## src/rtl/core/tonu_pkg.sv

```systemverilog
// ----------------------------------------------------------------------------
// Telnet option negotiator package
// Protocol codes, result kinds, job descriptor and sequencing helpers.
// ----------------------------------------------------------------------------
package tonu_pkg;

  // Telnet protocol bytes
  localparam logic [7:0] TEL_IAC        = 8'd255;
  localparam logic [7:0] TEL_SE         = 8'd240;
  localparam logic [7:0] TEL_SB         = 8'd250;
  localparam logic [7:0] TEL_WILL       = 8'd251;
  localparam logic [7:0] TEL_WONT       = 8'd252;
  localparam logic [7:0] TEL_DO         = 8'd253;
  localparam logic [7:0] TEL_DONT       = 8'd254;
  localparam logic [7:0] OPT_NAWS       = 8'd31;
  localparam logic [7:0] OPT_SPEED      = 8'd32;
  localparam logic [7:0] TEL_SUB_SEND   = 8'd1;
  localparam logic [7:0] SPEED_TXT_MARK = 8'd0;

  // Result kinds
  localparam logic [2:0] KIND_DATA     = 3'd0;
  localparam logic [2:0] KIND_SEND     = 3'd1;
  localparam logic [2:0] KIND_WINSIZE  = 3'd2;
  localparam logic [2:0] KIND_SPEED    = 3'd3;
  localparam logic [2:0] KIND_UNKNOWN  = 3'd4;

  typedef enum logic [1:0] {
    PH_DATA,
    PH_CMD,
    PH_OPT,
    PH_SUB
  } phase_e;

  // Jobs handed from the parser to the result sequencer
  typedef enum logic [2:0] {
    OP_DATA,       // one data byte
    OP_SEND3,      // IAC, b0, b1
    OP_SPEED_REQ,  // IAC DO 32 IAC SB 32 1 IAC SE
    OP_WINSIZE,    // window size report
    OP_SPEED_TXT,  // one speed text byte
    OP_UNKNOWN     // unknown command report
  } job_op_e;

  typedef struct packed {
    job_op_e     op;
    logic [7:0]  b0;
    logic [7:0]  b1;
    logic [15:0] w;
    logic [15:0] h;
  } job_t;

  localparam int QDEPTH = 4;
  localparam int QPTR_W = $clog2(QDEPTH);
  localparam int QCNT_W = $clog2(QDEPTH + 1);
  localparam int SEQ_W  = 4;

  // Number of results a job expands into
  function automatic logic [SEQ_W-1:0] job_len(job_op_e op);
    logic [SEQ_W-1:0] len;
    unique case (op)
      OP_SEND3:     len = SEQ_W'(3);
      OP_SPEED_REQ: len = SEQ_W'(9);
      default:      len = SEQ_W'(1);
    endcase
    return len;
  endfunction

  // Byte sequence of the speed request answer
  function automatic logic [7:0] speed_req_byte(logic [SEQ_W-1:0] idx);
    logic [7:0] b;
    unique case (idx)
      SEQ_W'(0): b = TEL_IAC;
      SEQ_W'(1): b = TEL_DO;
      SEQ_W'(2): b = OPT_SPEED;
      SEQ_W'(3): b = TEL_IAC;
      SEQ_W'(4): b = TEL_SB;
      SEQ_W'(5): b = OPT_SPEED;
      SEQ_W'(6): b = TEL_SUB_SEND;
      SEQ_W'(7): b = TEL_IAC;
      SEQ_W'(8): b = TEL_SE;
      default:   b = 8'd0;
    endcase
    return b;
  endfunction

endpackage

```

## src/rtl/core/tonu_front.sv

```systemverilog
// ----------------------------------------------------------------------------
// Telnet option negotiator parser
// Accepts one byte per cycle while accept_i is high, tracks the command phase and emits jobs.
// ----------------------------------------------------------------------------
module tonu_front
  import tonu_pkg::*;
(
  input  logic       clk_i,
  input  logic       rst_ni,
  input  logic       accept_i,
  input  logic [7:0] rx_byte_i,
  output logic       push_o,
  output job_t       job_o
);

  phase_e      phase_q, phase_d;
  logic [7:0]  cmd_q, cmd_d;
  logic [7:0]  opt_q, opt_d;
  logic [2:0]  sub_cnt_q, sub_cnt_d;
  logic [31:0] size_q, size_d;
  logic [7:0]  held_q, held_d;
  logic        held_vld_q, held_vld_d;
  logic        speed_q, speed_d;
  logic [31:0] size_merge;
  logic        is_se;

  assign is_se = (rx_byte_i == TEL_SE);

  // current byte merged into the size word while fewer than four collected
  always_comb begin
    size_merge = size_q;
    if (!sub_cnt_q[2]) begin
      case (sub_cnt_q[1:0])
        2'd0:    size_merge[31:24] = rx_byte_i;
        2'd1:    size_merge[23:16] = rx_byte_i;
        2'd2:    size_merge[15:8]  = rx_byte_i;
        default: size_merge[7:0]   = rx_byte_i;
      endcase
    end
  end

  // next phase
  always_comb begin
    phase_d = phase_q;
    if (accept_i) begin
      unique case (phase_q)
        PH_DATA: if (rx_byte_i == TEL_IAC) phase_d = PH_CMD;
        PH_CMD:  phase_d = PH_OPT;
        PH_OPT:  phase_d = (cmd_q == TEL_SB) ? PH_SUB : PH_DATA;
        PH_SUB:  if (is_se) phase_d = PH_DATA;
        default: phase_d = PH_DATA;
      endcase
    end
  end

  // jobs and data state
  always_comb begin
    cmd_d      = cmd_q;
    opt_d      = opt_q;
    sub_cnt_d  = sub_cnt_q;
    size_d     = size_q;
    held_d     = held_q;
    held_vld_d = held_vld_q;
    speed_d    = speed_q;
    push_o     = 1'b0;
    job_o      = '0;
    if (accept_i) begin
      unique case (phase_q)
        PH_DATA: begin
          if (rx_byte_i != TEL_IAC) begin
            push_o   = 1'b1;
            job_o.op = OP_DATA;
            job_o.b0 = rx_byte_i;
          end
        end
        PH_CMD: begin
          cmd_d = rx_byte_i;
        end
        PH_OPT: begin
          opt_d = rx_byte_i;
          if (cmd_q == TEL_WILL) begin
            push_o = 1'b1;
            if (rx_byte_i == OPT_SPEED) begin
              job_o.op = OP_SPEED_REQ;
            end else begin
              job_o.op = OP_SEND3;
              job_o.b0 = (rx_byte_i == OPT_NAWS) ? TEL_DO : TEL_DONT;
              job_o.b1 = rx_byte_i;
            end
          end else if (cmd_q == TEL_DO) begin
            push_o   = 1'b1;
            job_o.op = OP_SEND3;
            job_o.b0 = TEL_WONT;
            job_o.b1 = rx_byte_i;
          end else if (cmd_q == TEL_WONT || cmd_q == TEL_DONT) begin
            push_o = 1'b0;
          end else if (cmd_q == TEL_SB) begin
            sub_cnt_d  = '0;
            size_d     = '0;
            held_d     = '0;
            held_vld_d = 1'b0;
            speed_d    = 1'b0;
          end else begin
            push_o   = 1'b1;
            job_o.op = OP_UNKNOWN;
            job_o.b0 = cmd_q;
            job_o.b1 = rx_byte_i;
          end
        end
        PH_SUB: begin
          if (!sub_cnt_q[2]) begin
            size_d    = size_merge;
            sub_cnt_d = sub_cnt_q + 3'd1;
          end
          if (is_se) begin
            if (opt_q == OPT_NAWS) begin
              push_o   = 1'b1;
              job_o.op = OP_WINSIZE;
              job_o.w  = size_merge[31:16];
              job_o.h  = size_merge[15:0];
            end
            held_vld_d = 1'b0;
            speed_d    = 1'b0;
          end else if (sub_cnt_q == 3'd0) begin
            speed_d = (opt_q == OPT_SPEED) && (rx_byte_i == SPEED_TXT_MARK);
          end else begin
            if (speed_q && held_vld_q) begin
              push_o   = 1'b1;
              job_o.op = OP_SPEED_TXT;
              job_o.b0 = held_q;
            end
            held_d     = rx_byte_i;
            held_vld_d = 1'b1;
          end
        end
        default: push_o = 1'b0;
      endcase
    end
  end

  always_ff @(posedge clk_i or negedge rst_ni) begin
    if (!rst_ni) begin
      phase_q    <= PH_DATA;
      cmd_q      <= '0;
      opt_q      <= '0;
      sub_cnt_q  <= '0;
      size_q     <= '0;
      held_q     <= '0;
      held_vld_q <= 1'b0;
      speed_q    <= 1'b0;
    end else begin
      phase_q    <= phase_d;
      cmd_q      <= cmd_d;
      opt_q      <= opt_d;
      sub_cnt_q  <= sub_cnt_d;
      size_q     <= size_d;
      held_q     <= held_d;
      held_vld_q <= held_vld_d;
      speed_q    <= speed_d;
    end
  end

endmodule

```

## src/rtl/core/tonu_queue.sv

```systemverilog
// ----------------------------------------------------------------------------
// Telnet option negotiator job queue
// Small register FIFO between parser and result sequencer.
// ----------------------------------------------------------------------------
module tonu_queue
  import tonu_pkg::*;
(
  input  logic clk_i,
  input  logic rst_ni,
  input  logic push_i,
  input  job_t job_i,
  input  logic pop_i,
  output logic full_o,
  output logic empty_o,
  output job_t head_o
);

  job_t              mem_q [QDEPTH];
  logic [QPTR_W-1:0] wr_ptr_q, rd_ptr_q;
  logic [QCNT_W-1:0] cnt_q;

  assign full_o  = (cnt_q == QCNT_W'(QDEPTH));
  assign empty_o = (cnt_q == '0);
  assign head_o  = mem_q[rd_ptr_q];

  always_ff @(posedge clk_i) begin
    if (push_i) begin
      mem_q[wr_ptr_q] <= job_i;
    end
  end

  always_ff @(posedge clk_i or negedge rst_ni) begin
    if (!rst_ni) begin
      wr_ptr_q <= '0;
      rd_ptr_q <= '0;
      cnt_q    <= '0;
    end else begin
      if (push_i) wr_ptr_q <= wr_ptr_q + QPTR_W'(1);
      if (pop_i)  rd_ptr_q <= rd_ptr_q + QPTR_W'(1);
      if (push_i && !pop_i)      cnt_q <= cnt_q + QCNT_W'(1);
      else if (pop_i && !push_i) cnt_q <= cnt_q - QCNT_W'(1);
    end
  end

  a_no_overflow: assert property (@(posedge clk_i) disable iff (!rst_ni)
    push_i |-> !full_o) else $error("job queue overflow");

  a_no_underflow: assert property (@(posedge clk_i) disable iff (!rst_ni)
    pop_i |-> !empty_o) else $error("job queue underflow");

  a_cnt_bound: assert property (@(posedge clk_i) disable iff (!rst_ni)
    cnt_q <= QCNT_W'(QDEPTH)) else $error("job queue count out of range");

endmodule

```

## src/rtl/core/tonu_back.sv

```systemverilog
// ----------------------------------------------------------------------------
// Telnet option negotiator result sequencer
// Expands queued jobs into result transfers through an output register.
// ----------------------------------------------------------------------------
module tonu_back
  import tonu_pkg::*;
(
  input  logic        clk_i,
  input  logic        rst_ni,
  input  logic        head_vld_i,
  input  job_t        head_i,
  output logic        pop_o,
  output logic        out_valid_o,
  input  logic        out_ready_i,
  output logic [2:0]  kind_o,
  output logic [7:0]  byte_value_o,
  output logic [7:0]  option_code_o,
  output logic [15:0] width_o,
  output logic [15:0] height_o,
  output logic        last_o
);

  logic [SEQ_W-1:0] idx_q, idx_d;
  logic             vld_q;
  logic [2:0]       kind_q, kind_d;
  logic [7:0]       byte_q, byte_d;
  logic [7:0]       opt_q, opt_d;
  logic [15:0]      w_q, w_d;
  logic [15:0]      h_q, h_d;
  logic             last_q, last_d;
  logic             load, emit;

  assign load  = !vld_q || out_ready_i;
  assign emit  = head_vld_i && load;
  assign last_d = (idx_q == job_len(head_i.op) - SEQ_W'(1));
  assign pop_o = emit && last_d;
  assign idx_d = pop_o ? '0 : (emit ? idx_q + SEQ_W'(1) : idx_q);

  always_comb begin
    kind_d = KIND_DATA;
    byte_d = head_i.b0;
    opt_d  = '0;
    w_d    = '0;
    h_d    = '0;
    unique case (head_i.op)
      OP_DATA: kind_d = KIND_DATA;
      OP_SEND3: begin
        kind_d = KIND_SEND;
        if (idx_q == SEQ_W'(0))      byte_d = TEL_IAC;
        else if (idx_q == SEQ_W'(1)) byte_d = head_i.b0;
        else                         byte_d = head_i.b1;
      end
      OP_SPEED_REQ: begin
        kind_d = KIND_SEND;
        byte_d = speed_req_byte(idx_q);
      end
      OP_WINSIZE: begin
        kind_d = KIND_WINSIZE;
        byte_d = '0;
        w_d    = head_i.w;
        h_d    = head_i.h;
      end
      OP_SPEED_TXT: kind_d = KIND_SPEED;
      OP_UNKNOWN: begin
        kind_d = KIND_UNKNOWN;
        opt_d  = head_i.b1;
      end
      default: kind_d = KIND_DATA;
    endcase
  end

  always_ff @(posedge clk_i or negedge rst_ni) begin
    if (!rst_ni) begin
      idx_q <= '0;
      vld_q <= 1'b0;
    end else begin
      idx_q <= idx_d;
      if (load) vld_q <= head_vld_i;
    end
  end

  always_ff @(posedge clk_i) begin
    if (emit) begin
      kind_q <= kind_d;
      byte_q <= byte_d;
      opt_q  <= opt_d;
      w_q    <= w_d;
      h_q    <= h_d;
      last_q <= last_d;
    end
  end

  assign out_valid_o   = vld_q;
  assign kind_o        = kind_q;
  assign byte_value_o  = byte_q;
  assign option_code_o = opt_q;
  assign width_o       = w_q;
  assign height_o      = h_q;
  assign last_o        = last_q;

  a_idx_restart: assert property (@(posedge clk_i) disable iff (!rst_ni)
    pop_o |=> idx_q == '0) else $error("sequence index not restarted");

endmodule

```

## src/rtl/core/telnet_option_negotiator_unit.sv

```systemverilog
// Path: with the queue empty and the output register free, the accepting edge writes a
//   byte's job into the job queue, and a later edge loads its first result from the
//   queue head into the output register, which drives out_valid_o.
// Throughput: one byte accepted per cycle while the job queue has room and one result
//   transfer per cycle while out_ready_i is high; a WILL 32 answer expands into nine transfers.
// Reset: asynchronous, active low; clears parser phase, job queue and output valid.
// ----------------------------------------------------------------------------
// Telnet option negotiator
// Parses the client byte stream, answers option requests and reports
// data, window size, speed text and unknown commands.
// ----------------------------------------------------------------------------
module telnet_option_negotiator_unit
  import tonu_pkg::*;
(
  input  logic        clk_i,
  input  logic        rst_ni,
  input  logic        in_valid_i,
  output logic        in_ready_o,
  input  logic [7:0]  rx_byte_i,
  output logic        out_valid_o,
  input  logic        out_ready_i,
  output logic [2:0]  kind_o,
  output logic [7:0]  byte_value_o,
  output logic [7:0]  option_code_o,
  output logic [15:0] width_o,
  output logic [15:0] height_o,
  output logic        last_o
);

  // Front: the parser takes a byte whenever the job queue has room, so it
  // never waits for the output side unless four jobs are already pending.
  // Bytes that give no result (IAC, command, WONT/DONT, silent
  // subnegotiation bytes) only update parser state and push nothing.
  logic accept;
  logic push, pop, full, empty;
  job_t job, head;

  assign in_ready_o = !full;
  assign accept     = in_valid_i && in_ready_o;

  tonu_front u_front (
    .clk_i     (clk_i),
    .rst_ni    (rst_ni),
    .accept_i  (accept),
    .rx_byte_i (rx_byte_i),
    .push_o    (push),
    .job_o     (job)
  );

  // Queue: a job is one compact descriptor; the back end expands it into
  // one to nine result transfers, so bursts stay out of the parser's way.
  tonu_queue u_queue (
    .clk_i   (clk_i),
    .rst_ni  (rst_ni),
    .push_i  (push),
    .job_i   (job),
    .pop_i   (pop),
    .full_o  (full),
    .empty_o (empty),
    .head_o  (head)
  );

  // Back: sequencer walks the head job one result per transfer; the
  // output register reloads in the same cycle it is drained.
  tonu_back u_back (
    .clk_i         (clk_i),
    .rst_ni        (rst_ni),
    .head_vld_i    (!empty),
    .head_i        (head),
    .pop_o         (pop),
    .out_valid_o   (out_valid_o),
    .out_ready_i   (out_ready_i),
    .kind_o        (kind_o),
    .byte_value_o  (byte_value_o),
    .option_code_o (option_code_o),
    .width_o       (width_o),
    .height_o      (height_o),
    .last_o        (last_o)
  );

endmodule
```

## config.mk

```make
export PLATFORM = sky130hd
export DESIGN_NAME = telnet_option_negotiator_unit
export DESIGN_NICKNAME = d
export VERILOG_FILES = /design/src/rtl/core/tonu_pkg.sv /design/src/rtl/core/tonu_front.sv /design/src/rtl/core/tonu_queue.sv /design/src/rtl/core/tonu_back.sv /design/src/rtl/core/telnet_option_negotiator_unit.sv
export SDC_FILE = /design/constraint.sdc
export NUM_CORES = 1
export LEC_CHECK = 0
export ABC_AREA = 1
export BUFFER_PORTS_ARGS = -buffer_cell sky130_fd_sc_hd__buf_4
export CAP_MARGIN = 20
export CORE_MARGIN = 8
export CORE_UTILIZATION = 56
export CTS_BUF_LIST = sky130_fd_sc_hd__clkbuf_16
export CTS_CLUSTER_DIAMETER = 200
export CTS_CLUSTER_SIZE = 14
export DETAILED_ROUTE_END_ITERATION = 16
export HOLD_SLACK_MARGIN = 0.12
export PLACE_DENSITY = 0.81
export SETUP_SLACK_MARGIN = 0.5
export SLEW_MARGIN = 20
export SYNTH_ARGS = -nofsm -noshare
export SYNTH_HDL_FRONTEND = slang
export SYNTH_HIERARCHICAL = 1
export SYNTH_SLANG_ARGS = --single-unit
```

## constraint.sdc

```tcl
create_clock -name clk_i -period 3.25 [get_ports clk_i]
set_input_delay 0.4875 -clock clk_i [delete_from_list [all_inputs] [get_ports clk_i]]
set_output_delay 0.4875 -clock clk_i [all_outputs]
set_load 0.005 [all_outputs]
```

==> summary.txt <==
Timing
  • RSZ-0062 raised after global routing: yes
  • Final hold viol count: 0
  • Worst Max-Slew Pin Slew: 0.798 ns
  • Clock skew: 0.00992 ns
  • Slew Viols, Final: 0
  • Timing-limited maximum frequency: between 300 and 400 MHz
  • Total negative slack: 0 ns
  • Slew headroom: between 40 and 50%
  • Fin crit share: 82.0%
  • Fin crit period: ~2.7 ns
  • # setup viols final: 0

Yosys
  • Dominant cell type by area after synthesis: edfxtp_1
  • Top FF cell, synth: edfxtp_1
  • Number of synthesized flops with an enable pin: 256
  • Avg Inst Size Synth: approximately 11 µm²
  • Sequential-to-total area share from yosys stat: a little under two thirds
  • #FFs+latches synth: 331
  • Post-synth top cells: nand2_1 (371), edfxtp_1 (256), inv_1 (221), o211ai_1 (135), nor2_1 (110)
  • Top cell type's share of synthesized area: 51.4%
  • Largest cells by area after synthesis: edfxtp_1 (51%), dfrtp_1 (13%), nand2_1 (9.3%)
  • Mapped Area: approximately 15000 µm²
  • Syn Nets: 1448
  • Cells after Synth: 1422
  • Synth warn: 6
  • Library cells used by synthesis: 36
  • Asr flop ratio synth: a little under a quarter
  • Top-count cell post-synth: nand2_1

Placed design
  • PortBufs: between 60 and 70
  • Dpl cell area: approximately 16000 µm²
  • Gpl congestion: 0.945
  • DPL Wire Length: roughly 22000 µm

GRT
  • Initial antenna violation count: 0
  • Pin count of the biggest net entering global routing: 96
  • Grt ovf: 0
  • GRT Total Usage: slightly below 20%
  • First-pass GRT wire length: a little over 50000 µm
  • Vias in the first global route: slightly below 10000

Detailed routing
  • Post-route ant nets: 0
  • DR iter-0 viols: approximately 1000
  • Vias: 10000
  • Number of remaining DRC errors: 0
  • WL met2: around 15000 µm
  • DR top layer: met4
  • Drt first pass iters: 5
  • Via density: around 5.5
  • Drt wl/cell: between 15 and 20 µm
  • Routed metal-1 wirelength: roughly 14000 µm
  • Post-Route WL: between 30000 and 40000 µm
  • Met3 WL: approximately 2100 µm

Finish
  • Final non-filler cell area: approximately 17000 µm²
  • Layout cell share with drive strength beyond 1: 12.4%
  • Nets: approximately 1500
  • Area occupied by multi-input gates: approximately 4100 µm²
  • Area growth, synth to finish: 10.7%
  • Antenna Diode Count: 0
  • Layout fillers: between 2000 and 2500
  • Sequential cell area: 9570 µm²

Die
  • Initial core utilization: between 50% and 60%
  • Total core area: ~27000 µm²
  • Die width: between 150 and 200 µm
  • # rows: 60
  • DIE HEIGHT: roughly 180 µm
  • I/O pin count: 66
  • Die Area: about 32000 µm²

Hold path
  • Type of the most critical hold path: input port to register

Pwr
  • P per Cell Area: approximately 910 nW/µm²
  • Worst VDD drop: about 0.48 mV
  • Leakage: 7.05 nW

Clock tree
  • CTS buffer count: 27
  • H-Tree Depth: 1
  • Root Buffer: clkbuf_16
  • Clock latency on the worst-skew pair: around 0.54 ns
  • Reg clk slew, reported paths: about 0.07 ns
  • Clock Sinks: between 300 and 400
  • CTS max path bufs: 3
  • Clock tree from TritonCTS: yes

Worst setup path
  • Critical-path cell list: o211ai_1 > nand2_2 > inv_2 > nand3_2 > nand2_1 > nand2_1 > nand4_4 > inv_2 > inv_1 > ha_1 > inv_1 > fa_1 > nand2_1 > nand3_1 > nand2_1 > nand2_1
  • CP max stage cell: dfrtp_4
  • Worst stage delay on the critical path: ~0.55 ns
  • Worst path most repeated cell: nand2_1
  • CP top delay family: simple AND/OR/NAND/NOR gates
  • Worst EP arrival: between 3 and 4 ns
  • Worst EP required: approximately 3.7 ns
  • WP buf/inv: 4
  • Crit Path Max Fanout: 14
  • Crit path kind: register to register
  • Crit path capture type: register
  • Crit path launch type: register

Job
  • MaxCap Viol Count: 0

Status
  • Status: complete, no violations
placed cells by master (no fill, tap or decap), drive strengths merged, types with 5 or more instances in the layout:
cell type / synthesis / final
a21oi: 15 / 15
clkinvlp: 0 / 5
xor2: 5 / 5
nor3: 5 / 5
o21ai: 70 / 70
nor2: 119 / 119
nand2: 383 / 383
clkbuf: 6 / 27
edfxtp: 256 / 256
ha: 13 / 13
o211ai: 139 / 139
buf: 56 / 90
nand4: 8 / 8
dfrtp: 75 / 75
inv: 227 / 244
nand3: 41 / 41
cell families (layout without fill, tap and decap cells):
logic type / count (synthesis) / after routing / synth area share [%]
and+or+nand+nor: 557 / 557 / 15.3
DFF: 331 / 331 / 64.0
xor gates and xnor gates: 6 / 6 / 0.351
AOI/OAI and AO/OA: 225 / 225 / 10.5
buffers and inverters: 289 / 367 / 8.66
adders and majority gates: 14 / 14 / 1.22
layer usage:
layer  up-vias  global-route usage, %
li1       4851                      -
met1      4798                   27.4
met2       354                   32.3
met3        44                   2.72
met4         0                   4.80
met5         -                      0
sequential cells by signal, indices dropped and copies added, names as in the netlist, 3 cells and up:
register and flops:
u_back/byte_value_o 8, u_back/option_code_o 8, u_back/kind_o 3, u_queue/mem_q 204, u_queue/cnt_q 3, u_back/idx_q 4, u_back/height_o 16, u_back/width_o 16
u_front/held_q 8, u_front/size_q 32, u_front/opt_q 8, u_front/cmd_q 8, u_front/sub_cnt_q 3
repair_timing:
item	4_1_cts	5_1_grt
gates cloned	0	0
hold buffers	0	1
setup endpoints to repair	2	104
pin swaps	0	3
buffers inserted	0	1
hold endpoints to repair	0	75
resized for setup	1	9
layout make-up:
type	instances	area share (%)
Sequential cell	331	57.8
Tap cell	341	2.58
Clock buffer	27	4.08
Clock inverter	22	0.544
Timing Repair Buffer	91	4.76
Multi-Input combinational cell	802	24.9
Inverter	227	5.29
worst reg2reg max path, stage by stage, from the launching register on:
cell	delay (ns)
dfrtp_4	0.55
o211ai_1	0.26
nand2_2	0.16
inv_2	0.09
nand3_2	0.13
nand2_1	0.09
nand2_1	0.11
nand4_4	0.12
inv_2	0.07
inv_1	0.07
ha_1	0.17
inv_1	0.07
fa_1	0.39
nand2_1	0.10
nand3_1	0.07
nand2_1	0.06
nand2_1	0.05
worst paths after layout:
check	start	end	slack (ns)	cells past startpoint
max	u_queue/rd_ptr_q[0]	u_queue/cnt_q[2]	0.58	16
min	out_ready_i	u_back/out_valid_o	0.24	4
max reg2reg	u_queue/rd_ptr_q[0]	u_queue/cnt_q[2]	0.58	16
min reg2reg	u_front/opt_q[7]	u_front/opt_q[7]	0.48	2
max in group asynchronous	rst_ni	u_queue/rd_ptr_q[0]	2.15	2
min in group asynchronous	rst_ni	u_front/held_q[4]	0.54	2
stage by stage:
stage | hold WS [ns] | setup slack, ns | util (%) | instances | power (W)
final | 0.239 | 0.585 | 62.3 | 1841 | 0.0150
after floorplan | 0.192 | 0.501 | - | 1422 | 0.0103
after global placement | 0.458 | 0.479 | 59.1 | 1789 | 0.0119
after global routing | 0.257 | 0.343 | 62.3 | 1841 | 0.0160
after detailed placement | 0.464 | 0.406 | 59.2 | 1790 | 0.0121
after CTS | 0.138 | 0.543 | 62.1 | 1839 | 0.0150
where the power goes:
part           internal [W]  leakage [nW]  switching (W)
registers           0.00590          3.40       0.000531
clock network       0.00150         0.448        0.00140
logic               0.00190          3.21        0.00377
No activity file was read; power rests on OpenSTA's default activity.
